### config.mk
export PLATFORM = sky130hd
export DESIGN_NAME = pxsc_ram
export DESIGN_NICKNAME = d
export VERILOG_FILES = /design/src/rtl/pxsc_ram.sv
export SDC_FILE = /design/constraint.sdc
export NUM_CORES = 1
export LEC_CHECK = 0
export BUFFER_PORTS_ARGS = -buffer_cell sky130_fd_sc_hd__buf_2
export CAP_MARGIN = 25
export CORE_MARGIN = 1.5
export CORE_UTILIZATION = 55
export CTS_BUF_LIST = sky130_fd_sc_hd__clkbuf_8
export CTS_CLUSTER_SIZE = 10
export DETAILED_ROUTE_END_ITERATION = 6
export PLACE_DENSITY = 0.79
export SLEW_MARGIN = 40
export SYNTH_ARGS = -nofsm -noshare
export SYNTH_HDL_FRONTEND = slang
export SYNTH_SLANG_ARGS = --single-unit
### constraint.sdc
create_clock -name i_clk -period 5.3 [get_ports i_clk]
set_clock_uncertainty 0.1 [all_clocks]
set_input_delay 0.53 -clock i_clk [delete_from_list [all_inputs] [get_ports i_clk]]
set_output_delay 0.53 -clock i_clk [all_outputs]
set_load 0.005 [all_outputs]
### src/rtl/pxsc_ram.sv
// Generic single-write, single-read RAM with registered read data.
module pxsc_ram #(
    parameter int WIDTH = 8,
    parameter int DEPTH = 16
) (
    input  logic                     i_clk,
    input  logic                     i_wr_en,
    input  logic [$clog2(DEPTH)-1:0] i_wr_addr,
    input  logic [WIDTH-1:0]         i_wr_data,
    input  logic                     i_rd_en,
    input  logic [$clog2(DEPTH)-1:0] i_rd_addr,
    output logic [WIDTH-1:0]         o_rd_data
);

    logic [WIDTH-1:0] r_mem [DEPTH];
    logic [WIDTH-1:0] r_rd_data;

    // Read during write to the same address returns the old data.
    always_ff @(posedge i_clk) begin
        if (i_wr_en) begin
            r_mem[i_wr_addr] <= i_wr_data;
        end
        if (i_rd_en) begin
            r_rd_data <= r_mem[i_rd_addr];
        end
    end

    assign o_rd_data = r_rd_data;

endmodule

# Word level (Yosys, flattened, before mapping)
# Memory sizes are Yosys's and may differ from the RTL's. A register that Yosys moved wholly into a read port is not among the register bits.
# Cells that the tools add are included.
[op_classes] muxes=2
[ops] op="two-way mux 1 bit" count=2
[word_totals] reg_bits=0 ramBits=128 input_bits=19 out_inout_bits=8 elab_cells=3 n_memories=1
[mem_list] memory="r_mem" words=16 width=8 read_ports=1 rd_clocked_by_memory_dff=1 write_ports=1 line_no="15" rtl="logic [WIDTH-1:0] r_mem [DEPTH];"

# Longest topological paths before layout
[logic_depth] ltp_word=2 depth_mapped=5 mapped_depth_nobuf=3

# Worst setup path after synthesis
# Ideal clock, no wire load.
[synth_path] path_kind="input port to flip-flop" start="input i_wr_addr[2]" end="memory r_mem[0][0], enable pin" setup_time_ns=0.383 t_arrival_ns=1.640 required_time_ns=4.817 setup_slack_ns=3.177 path_stages=2 path_buffers=0 cell_sequence="or3b_2 > nor3_1"
[synth_lines] element="start, declared" line_no="8" rtl="input logic [$clog2(DEPTH)-1:0] i_wr_addr,"
[synth_lines] element="end, declared" line_no="15"
# No word-level cell before the write port.

==> flow_summary_export.csv <==
group,metric,value,unit
logic_synthesis,synth.top_cell.area_share,78.1,%
finish,post_route_cells_drive_above_1_share,30.0,%
logic_synthesis,synth_nets,248,
routing,drc,0,
critical_path,reg2regPathDepth,3,
timing,drv_slew,0,
finish,utilization,63.6,%
finish,final_area,5870,um2
worst_hold_path,worstHoldPathCells,1,
logic_synthesis,ys_top_cells_by_area,"edfxtp_1 (78%), mux4_2 (7.8%), mux4_1 (7.0%)",
finish,nets,284,
finish,instances_no_fill,406,
worst_hold_path,hold-path-endpoint,"o_rd_data[7]$_DFFE_PP_",
place,place_area,5490,um2
global_route,globalRouteOverflowTotal,0,
finish,layout_commonest_cell,"edfxtp_1",
logic_synthesis,synth_seq_cells,136,
finish,multi_input_area,1110,um2
critical_path,cp.required,5370,ps
place,hpwl,5.74,mm
die,die_y,100,um
die,rows,35,
job,timing.max_cap.violations,0,
logic_synthesis,synth_top_area_cell,"edfxtp_1",
timing,relSlewSlack,44.5,%
routing,vias,2413,
critical_path,critPathKind,"input pin to flop",
critical_path,cp-start-kind,"input pin",
logic_synthesis,yosysWarningCount,0,
timing,rsz0062_at_grt,"false",
logic_synthesis,avgSynthCellArea,22.8,um2
place,pre_cts_slack,2890,ps
global_route,grt_first_pass_wirelength,14.3,mm
critical_path,r2r_setup_slack,3700,ps
clock_network,cts_sinks,136,
timing,worst_slack,3350,ps
critical_path,crit_start,"i_rd_addr[0]",
timing,finalCritPeriodShare,36.8,%
status,status,"completed",
clock_network,cts-root-buf,"clkbuf_8",
clock_network,tritoncts,"done",
critical_path,path_max_fanout,32,
clock_network,cts_buffers,17,
critical_path,worst_path_largest_cell_delay,630,ps
finish,antenna_cells,0,
power_and_ir_drop,ir_worst_vdd,0.000211,V
global_route,grt_usage,21.0,%
clock_network,postCtsSetupBuffers,0,
die,start_util,56.6,%
clock_network,clock_latency,420,ps
finish,nFillCells,615,
logic_synthesis,synth_area,5230,um2
timing,fin_crit,1950,ps
timing,finalSetupViolCount,0,
routing,antenna_left,0,
worst_hold_path,hold_path_class,"input pin to flop",
routing,wl,9.56,mm
logic_synthesis,synthCells,229,
clock_network,cts_resized,0,
clock_network,hold_buffers,0,
critical_path,r2r-start,"r_mem[9][2]$_DFFE_PP_",
routing,drtIter0Drc,335,
global_route,grt_antenna_before_repair,0,
timing,setup-tns-final,0,ps
logic_synthesis,synth_seq_area_share,78.1,%
critical_path,arrival,2010,ps
routing,via_per_inst,5.94,
clock_network,clkTransAtPathRegs,70,ps
power_and_ir_drop,p_total,2.13,mW
finish,register_area,4080,um2
logic_synthesis,yosysUniqueCellTypes,18,
die,boundaryPins,27,
routing,wire_per_inst,23.6,um
timing,clock.fmax,513,MHz
clock_network,cts-htree-levels,4,
place,dp.cells,375,
timing,tightestPinTransition,829,ps
place,io_buffer_count,26,
worst_hold_path,hp-start,"i_rd_en",
place,gp_congestion,0.742,
timing,whs,382,ps
power_and_ir_drop,powerDensity,362,nW/um2
die,fp.dieW,100,um
finish,layout_common_cells,"edfxtp_1 (136), buf_2 (25), mux4_2 (18)",
critical_path,rr_endpoint,"o_rd_data[2]$_DFFE_PP_",
clock_network,clock_path_buffers,2,
global_route,grt_pass1_vias,2349,
critical_path,cp_slowest_cell,"mux4_1",
global_route,grt_max_degree,33,
power_and_ir_drop,leakagePower,1.92,nW
die,dieArea,10100,um2
finish,syn_to_final_growth,12.4,%
critical_path,cp_cell_sequence,"buf_4 -> mux4_1 -> a22oi_1 -> nand2_1",
routing,drt_pass1_iterations,4,
die,core_area,9240,um2
timing,hold_viol_final,0,
critical_path,end_kind,"flop",
cells in the mapped netlist:
master / count
and2b_1: 1
nand2b_1: 2
clkdlybuf4s25_2: 3
nor2b_1: 1
nand2_1: 9
nand3_1: 1
mux4_1: 14
buf_6: 3
buf_4: 1
buf_2: 3
nand3b_1: 2
or3b_2: 1
nor3_1: 4
nor2_1: 13
and2_1: 1
a22oi_1: 16
mux4_2: 18
edfxtp_1: 136
how the worst max path moves through the flow:
stage	slack [ps]	depth (start not counted)	end
floorplan	3180	2	r_mem[0][0]$_DFFE_PP_
global placement	2580	4	o_rd_data[2]$_DFFE_PP_
detailed placement	2890	4	o_rd_data[2]$_DFFE_PP_
CTS	3340	4	o_rd_data[2]$_DFFE_PP_
global route	3300	4	o_rd_data[2]$_DFFE_PP_
finish	3350	4	o_rd_data[2]$_DFFE_PP_
state kept, by name, summed over array words and instances (netlist names):
name,cells
r_mem,128
o_rd_data,8
where the power goes:
part / internal [mW] / leakage, nW / switching (mW)
registers: 1.21 / 1.24 / 0.00562
logic: 0.0425 / 0.487 / 0.0631
clock network: 0.449 / 0.195 / 0.356
critical path, delay by kind of cell:
| kind | cells | cell delay (ps) |
|---|---|---|
| buffers and inverters | 1 | 470 |
| AOI/OAI and AO/OA | 1 | 280 |
| and+or+nand+nor | 1 | 80 |
| muxes | 1 | 630 |
cell type report:
| class | instances | area share (%) |
|---|---|---|
| Multi-Input combinational cell | 83 | 18.9 |
| Clock buffer | 17 | 3.98 |
| Clock inverter | 14 | 2.45 |
| Sequential cell | 136 | 69.5 |
| Timing Repair Buffer | 27 | 2.39 |
| Tap cell | 129 | 2.75 |
routing by layer:
layer | vias up | track usage (%) | wire, um
met5 | - | 0 | 0
li1 | 1052 | - | -
met1 | 1242 | 31.6 | 4180
met2 | 105 | 29.8 | 4650
met4 | 0 | 10.1 | 189
met3 | 14 | 4.85 | 543
cells by family (layout without fill, tap and decap cells):
| group | count (synthesis) | after routing | share of synthesized area [%] |
|---|---|---|---|
| buffers and inverters | 10 | 58 | 1.65 |
| AOI/OAI and AO/OA | 16 | 16 | 2.30 |
| and+or+nand+nor | 35 | 35 | 3.14 |
| muxes | 32 | 32 | 14.8 |
| DFF | 136 | 136 | 78.1 |
Note: power is estimated with default switching activity, not from simulation.
