--- src/rtl/pxsc_pkg.sv ---
// Shared types and constants of the prefix XOR subarray counter.
package pxsc_pkg;

    localparam int VALUE_BITS   = 10;
    localparam int ENTRY_BITS   = 16;
    localparam int TOTAL_BITS   = 32;
    localparam int CFG_BITS     = 10;
    localparam int EPOCH_BITS   = 8;
    localparam int HIST_DEPTH   = 1 << VALUE_BITS;
    localparam int WORD_BITS    = EPOCH_BITS + ENTRY_BITS;
    localparam int OUT_DEPTH    = 3;
    localparam int OUT_PTR_BITS = $clog2(OUT_DEPTH);
    localparam int OUT_CNT_BITS = $clog2(OUT_DEPTH + 1);

    typedef logic [VALUE_BITS-1:0]   t_value;
    typedef logic [ENTRY_BITS-1:0]   t_entry;
    typedef logic [TOTAL_BITS-1:0]   t_total;
    typedef logic [EPOCH_BITS-1:0]   t_epoch;
    typedef logic [CFG_BITS-1:0]     t_cfg;
    typedef logic [OUT_CNT_BITS-1:0] t_out_cnt;

    // Histogram word: epoch tag plus count.
    typedef struct packed {
        t_epoch tag;
        t_entry count;
    } t_word;

    typedef struct packed {
        t_total match_count;
        logic   final_res;
    } t_result;

    // All-ones tag is never a live epoch; the clearing pass writes it.
    localparam t_epoch EPOCH_IDLE = '1;
    localparam t_epoch EPOCH_LAST = EPOCH_IDLE - t_epoch'(1);
    localparam t_entry ENTRY_MAX  = '1;
    localparam t_total TOTAL_MAX  = '1;

endpackage

--- src/rtl/pxsc_out_fifo.sv ---
// Small result queue between the histogram stage and the output channel.
module pxsc_out_fifo (
    input  logic               i_clk,
    input  logic               i_rst_n,
    input  logic               i_push,
    input  pxsc_pkg::t_result  i_data,
    output pxsc_pkg::t_out_cnt o_count,
    output logic               o_valid,
    input  logic               i_ready,
    output pxsc_pkg::t_result  o_data
);

    pxsc_pkg::t_result                     r_mem [pxsc_pkg::OUT_DEPTH];
    logic [pxsc_pkg::OUT_PTR_BITS-1:0]     r_wr_ptr;
    logic [pxsc_pkg::OUT_PTR_BITS-1:0]     r_rd_ptr;
    pxsc_pkg::t_out_cnt                    r_count;
    logic [pxsc_pkg::OUT_PTR_BITS-1:0]     n_wr_ptr;
    logic [pxsc_pkg::OUT_PTR_BITS-1:0]     n_rd_ptr;
    pxsc_pkg::t_out_cnt                    n_count;
    logic                                  pop;

    localparam logic [pxsc_pkg::OUT_PTR_BITS-1:0] PTR_END =
        pxsc_pkg::OUT_PTR_BITS'(pxsc_pkg::OUT_DEPTH - 1);

    assign o_valid = (r_count != '0);
    assign o_data  = r_mem[r_rd_ptr];
    assign o_count = r_count;
    assign pop     = o_valid && i_ready;

    always_comb begin
        n_wr_ptr = r_wr_ptr;
        n_rd_ptr = r_rd_ptr;
        n_count  = r_count;
        if (i_push) begin
            n_wr_ptr = (r_wr_ptr == PTR_END) ? '0 : r_wr_ptr + 1'b1;
        end
        if (pop) begin
            n_rd_ptr = (r_rd_ptr == PTR_END) ? '0 : r_rd_ptr + 1'b1;
        end
        if (i_push && !pop) begin
            n_count = r_count + 1'b1;
        end else if (pop && !i_push) begin
            n_count = r_count - 1'b1;
        end
    end

    always_ff @(posedge i_clk) begin
        if (!i_rst_n) begin
            r_wr_ptr <= '0;
            r_rd_ptr <= '0;
            r_count  <= '0;
        end else begin
            r_wr_ptr <= n_wr_ptr;
            r_rd_ptr <= n_rd_ptr;
            r_count  <= n_count;
        end
    end

    always_ff @(posedge i_clk) begin
        if (i_push) begin
            r_mem[r_wr_ptr] <= i_data;
        end
    end

endmodule

--- config.mk ---
export PLATFORM = sky130hd
export DESIGN_NAME = pxsc_out_fifo
export DESIGN_NICKNAME = d
export VERILOG_FILES = /design/src/rtl/pxsc_pkg.sv /design/src/rtl/pxsc_out_fifo.sv
export SDC_FILE = /design/constraint.sdc
export NUM_CORES = 1
export LEC_CHECK = 0
export ABC_AREA = 0
export BUFFER_PORTS_ARGS = -buffer_cell sky130_fd_sc_hd__buf_2
export CAP_MARGIN = 20
export CORE_ASPECT_RATIO = 1.75
export CORE_MARGIN = 2
export CORE_UTILIZATION = 45
export DETAILED_ROUTE_END_ITERATION = 12
export MAX_ROUTING_LAYER = met4
export PLACE_DENSITY = 0.76
export SYNTH_ARGS = -nofsm -noshare
export SYNTH_HDL_FRONTEND = slang
export SYNTH_SLANG_ARGS = --single-unit
--- constraint.sdc ---
create_clock -name i_clk -period 11.8 [get_ports i_clk]
set_clock_uncertainty 0.05 [all_clocks]
set_input_delay 2.36 -clock i_clk [delete_from_list [all_inputs] [get_ports i_clk]]
set_output_delay 2.36 -clock i_clk [all_outputs]
set_load 0.05 [all_outputs]
Word-level counts from Yosys, hierarchy flattened
Memory sizes are Yosys's and may differ from the RTL's. A register that Yosys moved wholly into a read port is not among the register bits.
Index checks and enable logic that the tools add are counted.
{"block": "classes", "reduce_logical": 7, "addsub": 4, "eq_ne": 2, "n_mux": 8}
{"op": "2-to-1 mux 2 bit", "n": 6}
{"op": "adder 2 x 1 -> 2 bit (second input constant)", "n": 3}
{"op": "equality test 2 bit (second input constant)", "n": 2}
{"op": "nonzero test 2 bit", "n": 2}
{"op": "logical AND 1 bit", "n": 3}
{"op": "zero test 1 bit", "n": 2}
{"op": "2-to-1 mux 1 bit", "n": 2}
{"op": "subtractor 2 x 1 -> 2 bit (second input constant)", "n": 1}
{"block": "word_totals", "ff_bits": 6, "mem_count": 1, "out_inout_bits": 36, "ram_bits": 99, "in_bits": 37}
{"memory": "r_mem", "depth": 3, "word_bits": 33, "rd": 1, "rd_clocked_by_memory_dff": 1, "wr": 1, "line": "pxsc_out_fifo.sv:13", "rtl": "pxsc_pkg::t_result r_mem [pxsc_pkg::OUT_DEPTH];"}

Depth between registers and ports, before layout
Gate-level depths: netlist of the first run.
{"block": "logic_depth", "depth_word": 5, "mapped_depth": 5, "mapped_depth_nobuf": 5}

Worst setup path before layout of the first run
No wires, ideal clock.
{"block": "synth_timing", "kind": "input-to-reg", "from": "in i_push", "to": "mem r_mem[0][0] in the netlist's numbering, enable pin", "setup_ps": 474, "arrival_time_ps": 4852, "path_buffers": 0, "path_stages": 1, "slack_ps": 6424, "required_time_ps": 11276, "cell_sequence": "nor3b_1"}
{"block": "synth_via", "elab_chain_cells": 2}
{"item": "start, declared", "line": "pxsc_out_fifo.sv:5", "rtl": "input logic i_push,"}
{"item": "2-to-1 mux 1 bit", "line": "pxsc_out_fifo.sv:60", "rtl": "if (i_push) begin"}
{"item": "2-to-1 mux 1 bit (not written as such)", "line": "pxsc_out_fifo.sv:61", "rtl": "r_mem[r_wr_ptr] <= i_data;"}
{"item": "end, declared", "line": "pxsc_out_fifo.sv:13"}
Every way passes these cells.

==> results of run 1 <==
## power by group through the flow
| stage | logic (mW) | registers, mW | clock network [mW] |
|---|---|---|---|
| 6_report | 0.276 | 0.468 | 0.323 |
| 3_3_place_gp | 0.267 | 0.481 | 0 |
| 4_1_cts | 0.272 | 0.474 | 0.328 |
| 2_1_floorplan | 0.223 | 0.466 | 0 |
| 3_5_place_dp | 0.272 | 0.482 | 0 |
| 5_1_grt | 0.292 | 0.471 | 0.341 |
## metal layers
metal	up-vias	global-route usage [%]	part of all wire, %
met5	-	-	0
met3	24	3.77	5.0
li1	1049	-	-
met1	1072	14.9	35
met2	71	25.3	56
met4	0	8.82	4.4
## final cells by class
class / count / share of cell area, %
clock inverters: 5 / 2.14
multi-input cells: 123 / 16.6
well taps: 117 / 3.05
flip-flops and latches: 107 / 65.3
repair buffers: 74 / 8.08
clock buffers: 10 / 4.77
## per-stage QoR
stage	area [um2]	total power, mW	util, %
CTS	4780	1.07	55.5
finish	4800	1.07	55.7
floorplan	3970	0.690	-
global placement	4450	0.748	51.6
detailed placement	4450	0.754	51.6
global route	4800	1.10	55.7
## kinds of logic (layout without fill, tap and decap cells)
group / Yosys count / after routing / share of synthesized area, %
flip-flops: 107 / 107 / 79.0
AND/OR/NAND/NOR: 47 / 47 / 5.05
AO/OA/AOI/OAI: 40 / 40 / 5.46
multiplexers: 33 / 33 / 8.33
buffers and inverters: 11 / 89 / 1.42
XOR/XNOR: 2 / 2 / 0.442
adder cells (fa/ha/maj): 1 / 1 / 0.315
## worst reg2reg max path, delay by kind of cell (launching register included)
kind | cells | cell delay [ns]
simple gates | 2 | 0.93
flops | 1 | 0.44
## state kept, by name (all words and copies together), names as in the netlist, named ones only
signal / flops
r_mem: 99
o_count: 2
r_rd_ptr: 2
r_wr_ptr: 2
## worst paths after layout
kind	startpoint	end	depth (start not counted)
setup reg to reg	r_wr_ptr[1]	r_mem[2][17]	2
hold / removal	r_rd_ptr[1]	flop	2
hold reg to reg	r_rd_ptr[1]	flop	2
setup / recovery	flop	o_data[26]	3
## synth_stat cells (2+ instances only)
master / count
mux2i_1: 33
buf_4: 3
edfxtp_1: 99
dfxtp_1: 8
nand2_1: 37
nor2b_1: 2
o21ai_1: 33
buf_2: 3
or3_1: 2
a21boi_1: 3
nor2_1: 2
o21a_1: 2
clkbuf_1: 5
==> impl_metrics.yaml, run 1 <==
critical_path:
  required_ns: 9.39
  cp_top_family: "flip-flops"
  max_stage_delay_ns: 1.02
  critPathBufInv: 1
  crit_fanout: 33
  slowest_stage: "dfxtp_2"
  crit_chain: "mux2i_1 -> o21ai_1 -> buf_2"
  critical_path_class: "reg -> out"
  regToRegSetupSlack_ns: 9.99
  worstSetupEndpointType: "output pin"
  worstPathArrival_ns: 2.07
  start_kind: "flop"
route:
  vias: 2216
  drc: 0
  vias_per_cell: 5.08
  drt_first_pass_iters: 4
  ant_nets: 0
  routed_wl_um: 6650
  wl_per_cell_um: 15.2
  drt-initial-drc-count: 114
floorplan:
  die_area_um2: 9610
  fp.dieW_um: 75.0
  rows: 45
  coreArea_um2: 8610
  io_pins: 73
  initial_core_util_pct: 46.0
  die-height_um: 128
synthesis:
  avgSynthCellArea_um2: 16.5
  netlist_area_um2: 3970
  ys_seq_area_share_pct: 79.0
  netlist.top_cell.by_area: "edfxtp_1"
  async_reset_ff_share_pct: 0
  synth-main-ff-cell: "edfxtp_1"
  ys_ff_latch: 107
  synth_cell_types: 22
  synthCells: 241
  synth_nets: 279
  yosysTopAreaCellShare_pct: 75.0
  synth-edff-count: 99
  synthTopCellsByArea: "edfxtp_1, mux2i_1, o21ai_1, dfxtp_1, nand2_1"
  yosysWarnings: 0
clock_network:
  cts_tree: "yes"
  clockRootBuffer: "clkbuf_16"
  cts_buffers: 9
  cts-hold-fix-buffers: 0
  htreeDepth: 3
  cts_setup_buffers: 0
  ctsResizeCount: 0
  clk_latency_ns: 0.33
  clock_sinks: 107
  clk_pin_slew_ns: 0.06
  clk_path_buf_depth: 2
outcome:
  status: "complete, no violations"
layout:
  final_cell_mix: "edfxtp_1, buf_2, nand2_1"
  fill_cells: 677
  drive_gt1_share_pct: 29.2
  areaGrowthSynthToFinish_pct: 21.0
  insertedDiodeCount: 0
  multi_input_area_um2: 797
  mostFrequentLayoutCell: "edfxtp_1"
  stdcell_count: 436
  regArea_um2: 3140
  fin_nets: 353
global_route:
  overflow: 0
  grt_pass1_wl_um: 9990
  grt_pass1_vias: 2139
  grt.total_usage_pct: 14.9
  grt_max_degree: 67
  antenna_found_initial: 0
timing:
  final.min_clock_period_ns: 4.48
  tightest_slew_ns: 1.04
  hold_violations: 0
  setup_viol: 0
  postLayoutSetupSlackWorst_ns: 7.32
  final_max_slew_viol_count: 0
  rsz0062_at_grt: "false"
  fmax_mhz: 223
  relSlewSlack_pct: 30.7
  finalCritPeriodShare_pct: 38.0
  tns_ns: 0
  whs_ns: 0.437
pwr:
  power_switching_uw: 347
  powerDensity_nw_per_um2: 222
  intPower_uw: 720
  pwr-share-comb_pct: 25.9
  leakage_nw: 1.65
  ir_drop_mv: 0.127
  swShare_pct: 32.5
  seqPwrFrac_pct: 43.8
  clkPwrFrac_pct: 30.3
placement:
  place_congestion: 0.768
  dp_slack_ns: 7.63
  place_inst: 420
  dp_hpwl_um: 4190
  port_buffers: 72
hold_path:
  hold_path_class: "reg -> reg"
flow_run:
  maxCapViolations: 0
(Power assumes the default switching activity.)
==> inputs of run 2 (changes only) <==
--- a/config.mk
+++ b/config.mk
@@ -5,7 +5,7 @@
 export SDC_FILE = /design/constraint.sdc
 export NUM_CORES = 1
 export LEC_CHECK = 0
-export ABC_AREA = 0
+export ABC_AREA = 1
 export BUFFER_PORTS_ARGS = -buffer_cell sky130_fd_sc_hd__buf_2
 export CAP_MARGIN = 20
 export CORE_ASPECT_RATIO = 1.75
@@ -13,7 +13,7 @@
 export CORE_UTILIZATION = 45
 export DETAILED_ROUTE_END_ITERATION = 12
 export MAX_ROUTING_LAYER = met4
-export PLACE_DENSITY = 0.76
+export PLACE_DENSITY = 0.78
 export SYNTH_ARGS = -nofsm -noshare
 export SYNTH_HDL_FRONTEND = slang
 export SYNTH_SLANG_ARGS = --single-unit
==> constraint.sdc (replaced) <==
create_clock -name i_clk -period 4.05 [get_ports i_clk]
set_clock_uncertainty 0.05 [all_clocks]
set_input_delay 0.81 -clock i_clk [delete_from_list [all_inputs] [get_ports i_clk]]
set_output_delay 0.81 -clock i_clk [all_outputs]
set_load 0.05 [all_outputs]
==> impl_metrics.yaml, run 2 <==
critical_path:
  crit_top_cell: "a21oi_1"
  worstPathArrival_ns: 2.11
  max_stage_delay_ns: 0.88
  critical_path_class: "reg -> out"
  start_kind: "flop"
  crit_fanout: 20
  ff2ff_path_depth: 8
  regToRegStartpoint: "o_count[0]"
  worstSetupEndpointType: "output pin"
  crit_chain: "buf_4 -> a21oi_1 -> a21oi_1 -> buf_2"
  timing.rr.end: "o_count[1]"
  required_ns: 3.19
  regToRegSetupSlack_ns: 2.58
  slowest_stage: "dfxtp_1"
synthesis:
  ys_seq_area_share_pct: 76.7
  synth_cell_types: 18
  synthTopCellsByArea: "edfxtp_1, a21oi_1, nand2_1, dfxtp_1, nor2_1"
  synth_nets: 334
  ys_ff_latch: 107
  yosysTopAreaCellShare_pct: 72.7
  synthCells: 296
  synth_common_cells: "edfxtp_1, a21oi_1, nand2_1"
  avgSynthCellArea_um2: 13.8
  synth.most_common_cell: "edfxtp_1"
  synth-edff-count: 99
  yosysWarnings: 0
  netlist_area_um2: 4090
  synth-main-ff-cell: "edfxtp_1"
  netlist.top_cell.by_area: "edfxtp_1"
  async_reset_ff_share_pct: 0
timing:
  final.min_clock_period_ns: 2.97
  fmax_mhz: 337
  whs_ns: 0.419
  relSlewSlack_pct: 42.8
  tightest_slew_ns: 0.857
  setup_viol: 0
  hold_violations: 0
  tns_ns: 0
  rsz0062_at_grt: "false"
  final_max_slew_viol_count: 0
  finalCritPeriodShare_pct: 73.4
hold_path:
  min_path_cells: 2
  min_to: "r_wr_ptr[1]"
  hold_path_class: "reg -> reg"
  min-delay-start: "r_wr_ptr[1]"
outcome:
  status: "complete, no violations"
route:
  drt_first_pass_iters: 5
  vias: 2449
  drt-initial-drc-count: 179
  routed_wl_um: 7850
  ant_nets: 0
  wl_per_cell_um: 15.8
  vias_per_cell: 4.95
  drc: 0
pwr:
  leakage_nw: 1.84
  ir_drop_mv: 0.376
  powerDensity_nw_per_um2: 605
clock_network:
  clk_pin_slew_ns: 0.07
  clockRootBuffer: "clkbuf_16"
  htreeDepth: 3
  cts_setup_buffers: 0
  clock_sinks: 107
  cts-hold-fix-buffers: 0
  ctsResizeCount: 0
  clk_latency_ns: 0.33
  cts_tree: "yes"
  clk_path_buf_depth: 2
  cts_buffers: 9
global_route:
  antenna_found_initial: 0
  grt_pass1_wl_um: 11900
  grt.total_usage_pct: 16.6
  grt_max_degree: 35
  overflow: 0
  grt_pass1_vias: 2373
flow_run:
  maxCapViolations: 0
layout:
  fill_cells: 760
  mostFrequentLayoutCell: "edfxtp_1"
  regArea_um2: 3130
  fin_nets: 408
  areaGrowthSynthToFinish_pct: 17.8
  final_cell_mix: "edfxtp_1, buf_2, a21oi_1"
  post-route-util_pct: 54.0
  drive_gt1_share_pct: 26.9
  largest_register_ff_count: 99
  multi_input_area_um2: 739
  top_register: "r_mem"
  insertedDiodeCount: 0
placement:
  dp_hpwl_um: 4880
  place_congestion: 0.828
  port_buffers: 72
floorplan:
  die_area_um2: 9890
  fp.dieW_um: 76.0
  die-height_um: 130
  io_pins: 73
  initial_core_util_pct: 45.8
  coreArea_um2: 8920
  rows: 46
==> run 2: metal layers <==
metal / up-vias / global-route usage [%] / wire, um
li1: 1202 / - / -
met1: 1185 / 17.6 / 3010
met2: 51 / 30.1 / 4390
met3: 11 / 3.11 / 278
met4: 0 / 7.38 / 165
met5: - / - / 0
==> run 2: cell type report <==
cell class                 count  share of cell area, %
multi-input combinational    160                   15.4
inverter                      15                   1.43
clock buffer                   9                   4.68
timing repair buffer          77                   8.27
tap                          120                   3.12
sequential                   107                   65.1
clock inverter                 7                   2.05
==> run 2: per-stage QoR <==
stage / area, um2 / setup slack, ns / total power [mW] / cells
2_1_floorplan: 4090 / 0.411 / 1.88 / 296
3_3_place_gp: 4490 / 1.39 / 2.01 / 479
3_5_place_dp: 4490 / 1.39 / 2.02 / 479
4_1_cts: 4810 / 1.01 / 2.94 / 495
5_1_grt: 4810 / 0.865 / 3.02 / 495
6_report: 4810 / 1.08 / 2.91 / 495
==> run 2: cell families (layout without fill, tap and decap cells) <==
family	Yosys count	in the layout	share of synthesized area, %
adder cells (fa/ha/maj)	1	1	0.306
buffers and inverters	29	108	5.36
flip-flops	107	107	76.7
AND/OR/NAND/NOR	87	87	8.18
AO/OA/AOI/OAI	72	72	9.49
==> run 2: critical path: cells and delay by family, from the launching register on <==
| kind | cells | cell delay (ns) |
|---|---|---|
| AOI/OAI and AO/OA | 2 | 0.24 |
| buffers and inverters | 2 | 0.64 |
| DFF | 1 | 0.88 |
==> run 2: worst max path at each step <==
| stage | endpoint | slack (ns) |
|---|---|---|
| detailed placement | o_data[32] | 1.39 |
| CTS | o_data[32] | 1.01 |
| floorplan | r_mem[2][0] | 0.41 |
| global placement | o_data[32] | 1.39 |
| finish | o_data[32] | 1.08 |
| global route | o_data[32] | 0.86 |
==> run 2: where the power goes <==
group | internal, mW | switching, mW | leakage, nW
Combinational | 0.154 | 0.542 | 0.705
Clock | 0.546 | 0.376 | 0.158
Sequential | 1.27 | 0.0288 | 0.982
Total | 1.97 | 0.947 | 1.84
==> inputs of run 3 (changes only) <==
--- a/config.mk
+++ b/config.mk
@@ -13,7 +13,7 @@
 export CORE_UTILIZATION = 45
 export DETAILED_ROUTE_END_ITERATION = 12
 export MAX_ROUTING_LAYER = met4
-export PLACE_DENSITY = 0.78
+export PLACE_DENSITY = 0.76
 export SYNTH_ARGS = -nofsm -noshare
 export SYNTH_HDL_FRONTEND = slang
 export SYNTH_SLANG_ARGS = --single-unit
==> constraint.sdc (replaced) <==
create_clock -name i_clk -period 2.9 [get_ports i_clk]
set_clock_uncertainty 0.05 [all_clocks]
set_input_delay 0.58 -clock i_clk [delete_from_list [all_inputs] [get_ports i_clk]]
set_output_delay 0.58 -clock i_clk [all_outputs]
set_load 0.05 [all_outputs]
==> impl_metrics.yaml, run 3 (synthesis results as in run 2) <==
hold_path:
  min_to: "r_mem[0][31]"
  hold_path_class: "in -> reg"
  min_path_cells: 1
  min-delay-start: "i_data[31]"
critical_path:
  regToRegStartpoint: "r_wr_ptr[1]"
  crit_chain: "clkinv_4 -> nand2_1 -> a21oi_2 -> buf_2"
  slowest_stage: "dfxtp_1"
  critical_path_class: "reg -> out"
  crit_fanout: 33
  max_stage_delay_ns: 0.68
  required_ns: 2.27
  start_kind: "flop"
  worstPathArrival_ns: 1.89
  regToRegSetupSlack_ns: 1.24
  critPathBufInv: 2
  path_depth: 4
  ff2ff_path_depth: 4
  worstSetupEndpointType: "output pin"
  cp_top_family: "flip-flops"
  timing.rr.end: "r_mem[0][32]"
placement:
  place_congestion: 0.781
  place_inst: 481
  port_buffers: 72
  dp_hpwl_um: 5250
layout:
  largest_register_ff_count: 99
  final_cell_mix: "edfxtp_1, buf_2, a21oi_1"
  drive_gt1_share_pct: 27.3
  stdcell_count: 497
  fill_cells: 739
  top_register: "r_mem"
  mostFrequentLayoutCell: "edfxtp_1"
  areaGrowthSynthToFinish_pct: 18.5
  fin_nets: 410
  insertedDiodeCount: 0
route:
  drt_first_pass_iters: 4
  drt-initial-drc-count: 164
  vias: 2459
  vias_per_cell: 4.95
  routed_wl_um: 7820
  drc: 0
  ant_nets: 0
  wl_per_cell_um: 15.7
global_route:
  grt_pass1_vias: 2420
  overflow: 0
  antenna_found_initial: 0
  grt_pass1_wl_um: 12000
  grt.total_usage_pct: 16.9
  grt_max_degree: 34
flow_run:
  maxCapViolations: 0
floorplan:
  io_pins: 73
  rows: 46
  initial_core_util_pct: 45.8
  die_area_um2: 9890
  die-height_um: 130
  fp.dieW_um: 76.0
  coreArea_um2: 8920
timing:
  rsz0062_at_grt: "false"
  relSlewSlack_pct: 54.9
  tns_ns: 0
  finalCritPeriodShare_pct: 86.9
  hold_violations: 0
  final.min_clock_period_ns: 2.52
  final_max_slew_viol_count: 0
  setup_viol: 0
  fmax_mhz: 397
  tightest_slew_ns: 0.676
clock_network:
  cts_tree: "yes"
  cts-hold-fix-buffers: 0
  cts_buffers: 9
  htreeDepth: 3
  cts_setup_buffers: 0
  clock_sinks: 107
  clockRootBuffer: "clkbuf_16"
  clk_path_buf_depth: 2
  clk_pin_slew_ns: 0.07
  ctsResizeCount: 0
  clk_latency_ns: 0.34
pwr:
  leakage_nw: 1.85
  ir_drop_mv: 0.515
  p_total_mw: 3.97
  powerDensity_nw_per_um2: 820
outcome:
  status: "complete, no violations"
-- run 3: worst max-delay path by stage --
| stage | start | to | slack (ns) |
|---|---|---|---|
| after floorplan | i_push | r_mem[2][0] | 0.51 |
| after global placement | flop | o_data[15] | 0.80 |
| after detailed placement | flop | o_data[31] | 0.74 |
| after CTS | flop | o_data[31] | 0.36 |
| after global routing | flop | o_data[19] | 0.23 |
| final | flop | o_data[31] | 0.38 |
-- run 3: routing by layer --
metal	track usage, %	wire, um	vias up
met4	8.02	158	0
met3	3.39	263	13
met1	17.7	3010	1185
met2	30.7	4390	58
li1	-	-	1203
met5	-	0	-
-- run 3: final cells by class --
type / count / area [um2] / share of cell area, %
Sequential cell: 107 / 3130 / 64.7
Multi-Input combinational cell: 160 / 746 / 15.4
Timing Repair Buffer: 79 / 450 / 9.30
Clock buffer: 9 / 225 / 4.65
Tap cell: 120 / 150 / 3.10
Clock inverter: 7 / 68.8 / 1.42
Inverter: 15 / 68.8 / 1.42
-- run 3: per-stage QoR --
step / hold WS, ns / util, % / setup WS [ns] / instance area (um2)
after floorplan: 0.390 / - / 0.509 / 4090
after global placement: 0.400 / 51.0 / 0.796 / 4550
after detailed placement: 0.402 / 51.0 / 0.737 / 4550
after CTS: 0.373 / 54.3 / 0.356 / 4840
after global routing: 0.380 / 54.3 / 0.233 / 4840
final: 0.386 / 54.3 / 0.380 / 4840
-- run 3: report_power, final --
part           total (mW)  internal, mW  switching [mW]  leakage [nW]
clock                1.17         0.665           0.508         0.143
combinational       0.984         0.228           0.756         0.728
sequential           1.81          1.77          0.0455         0.982
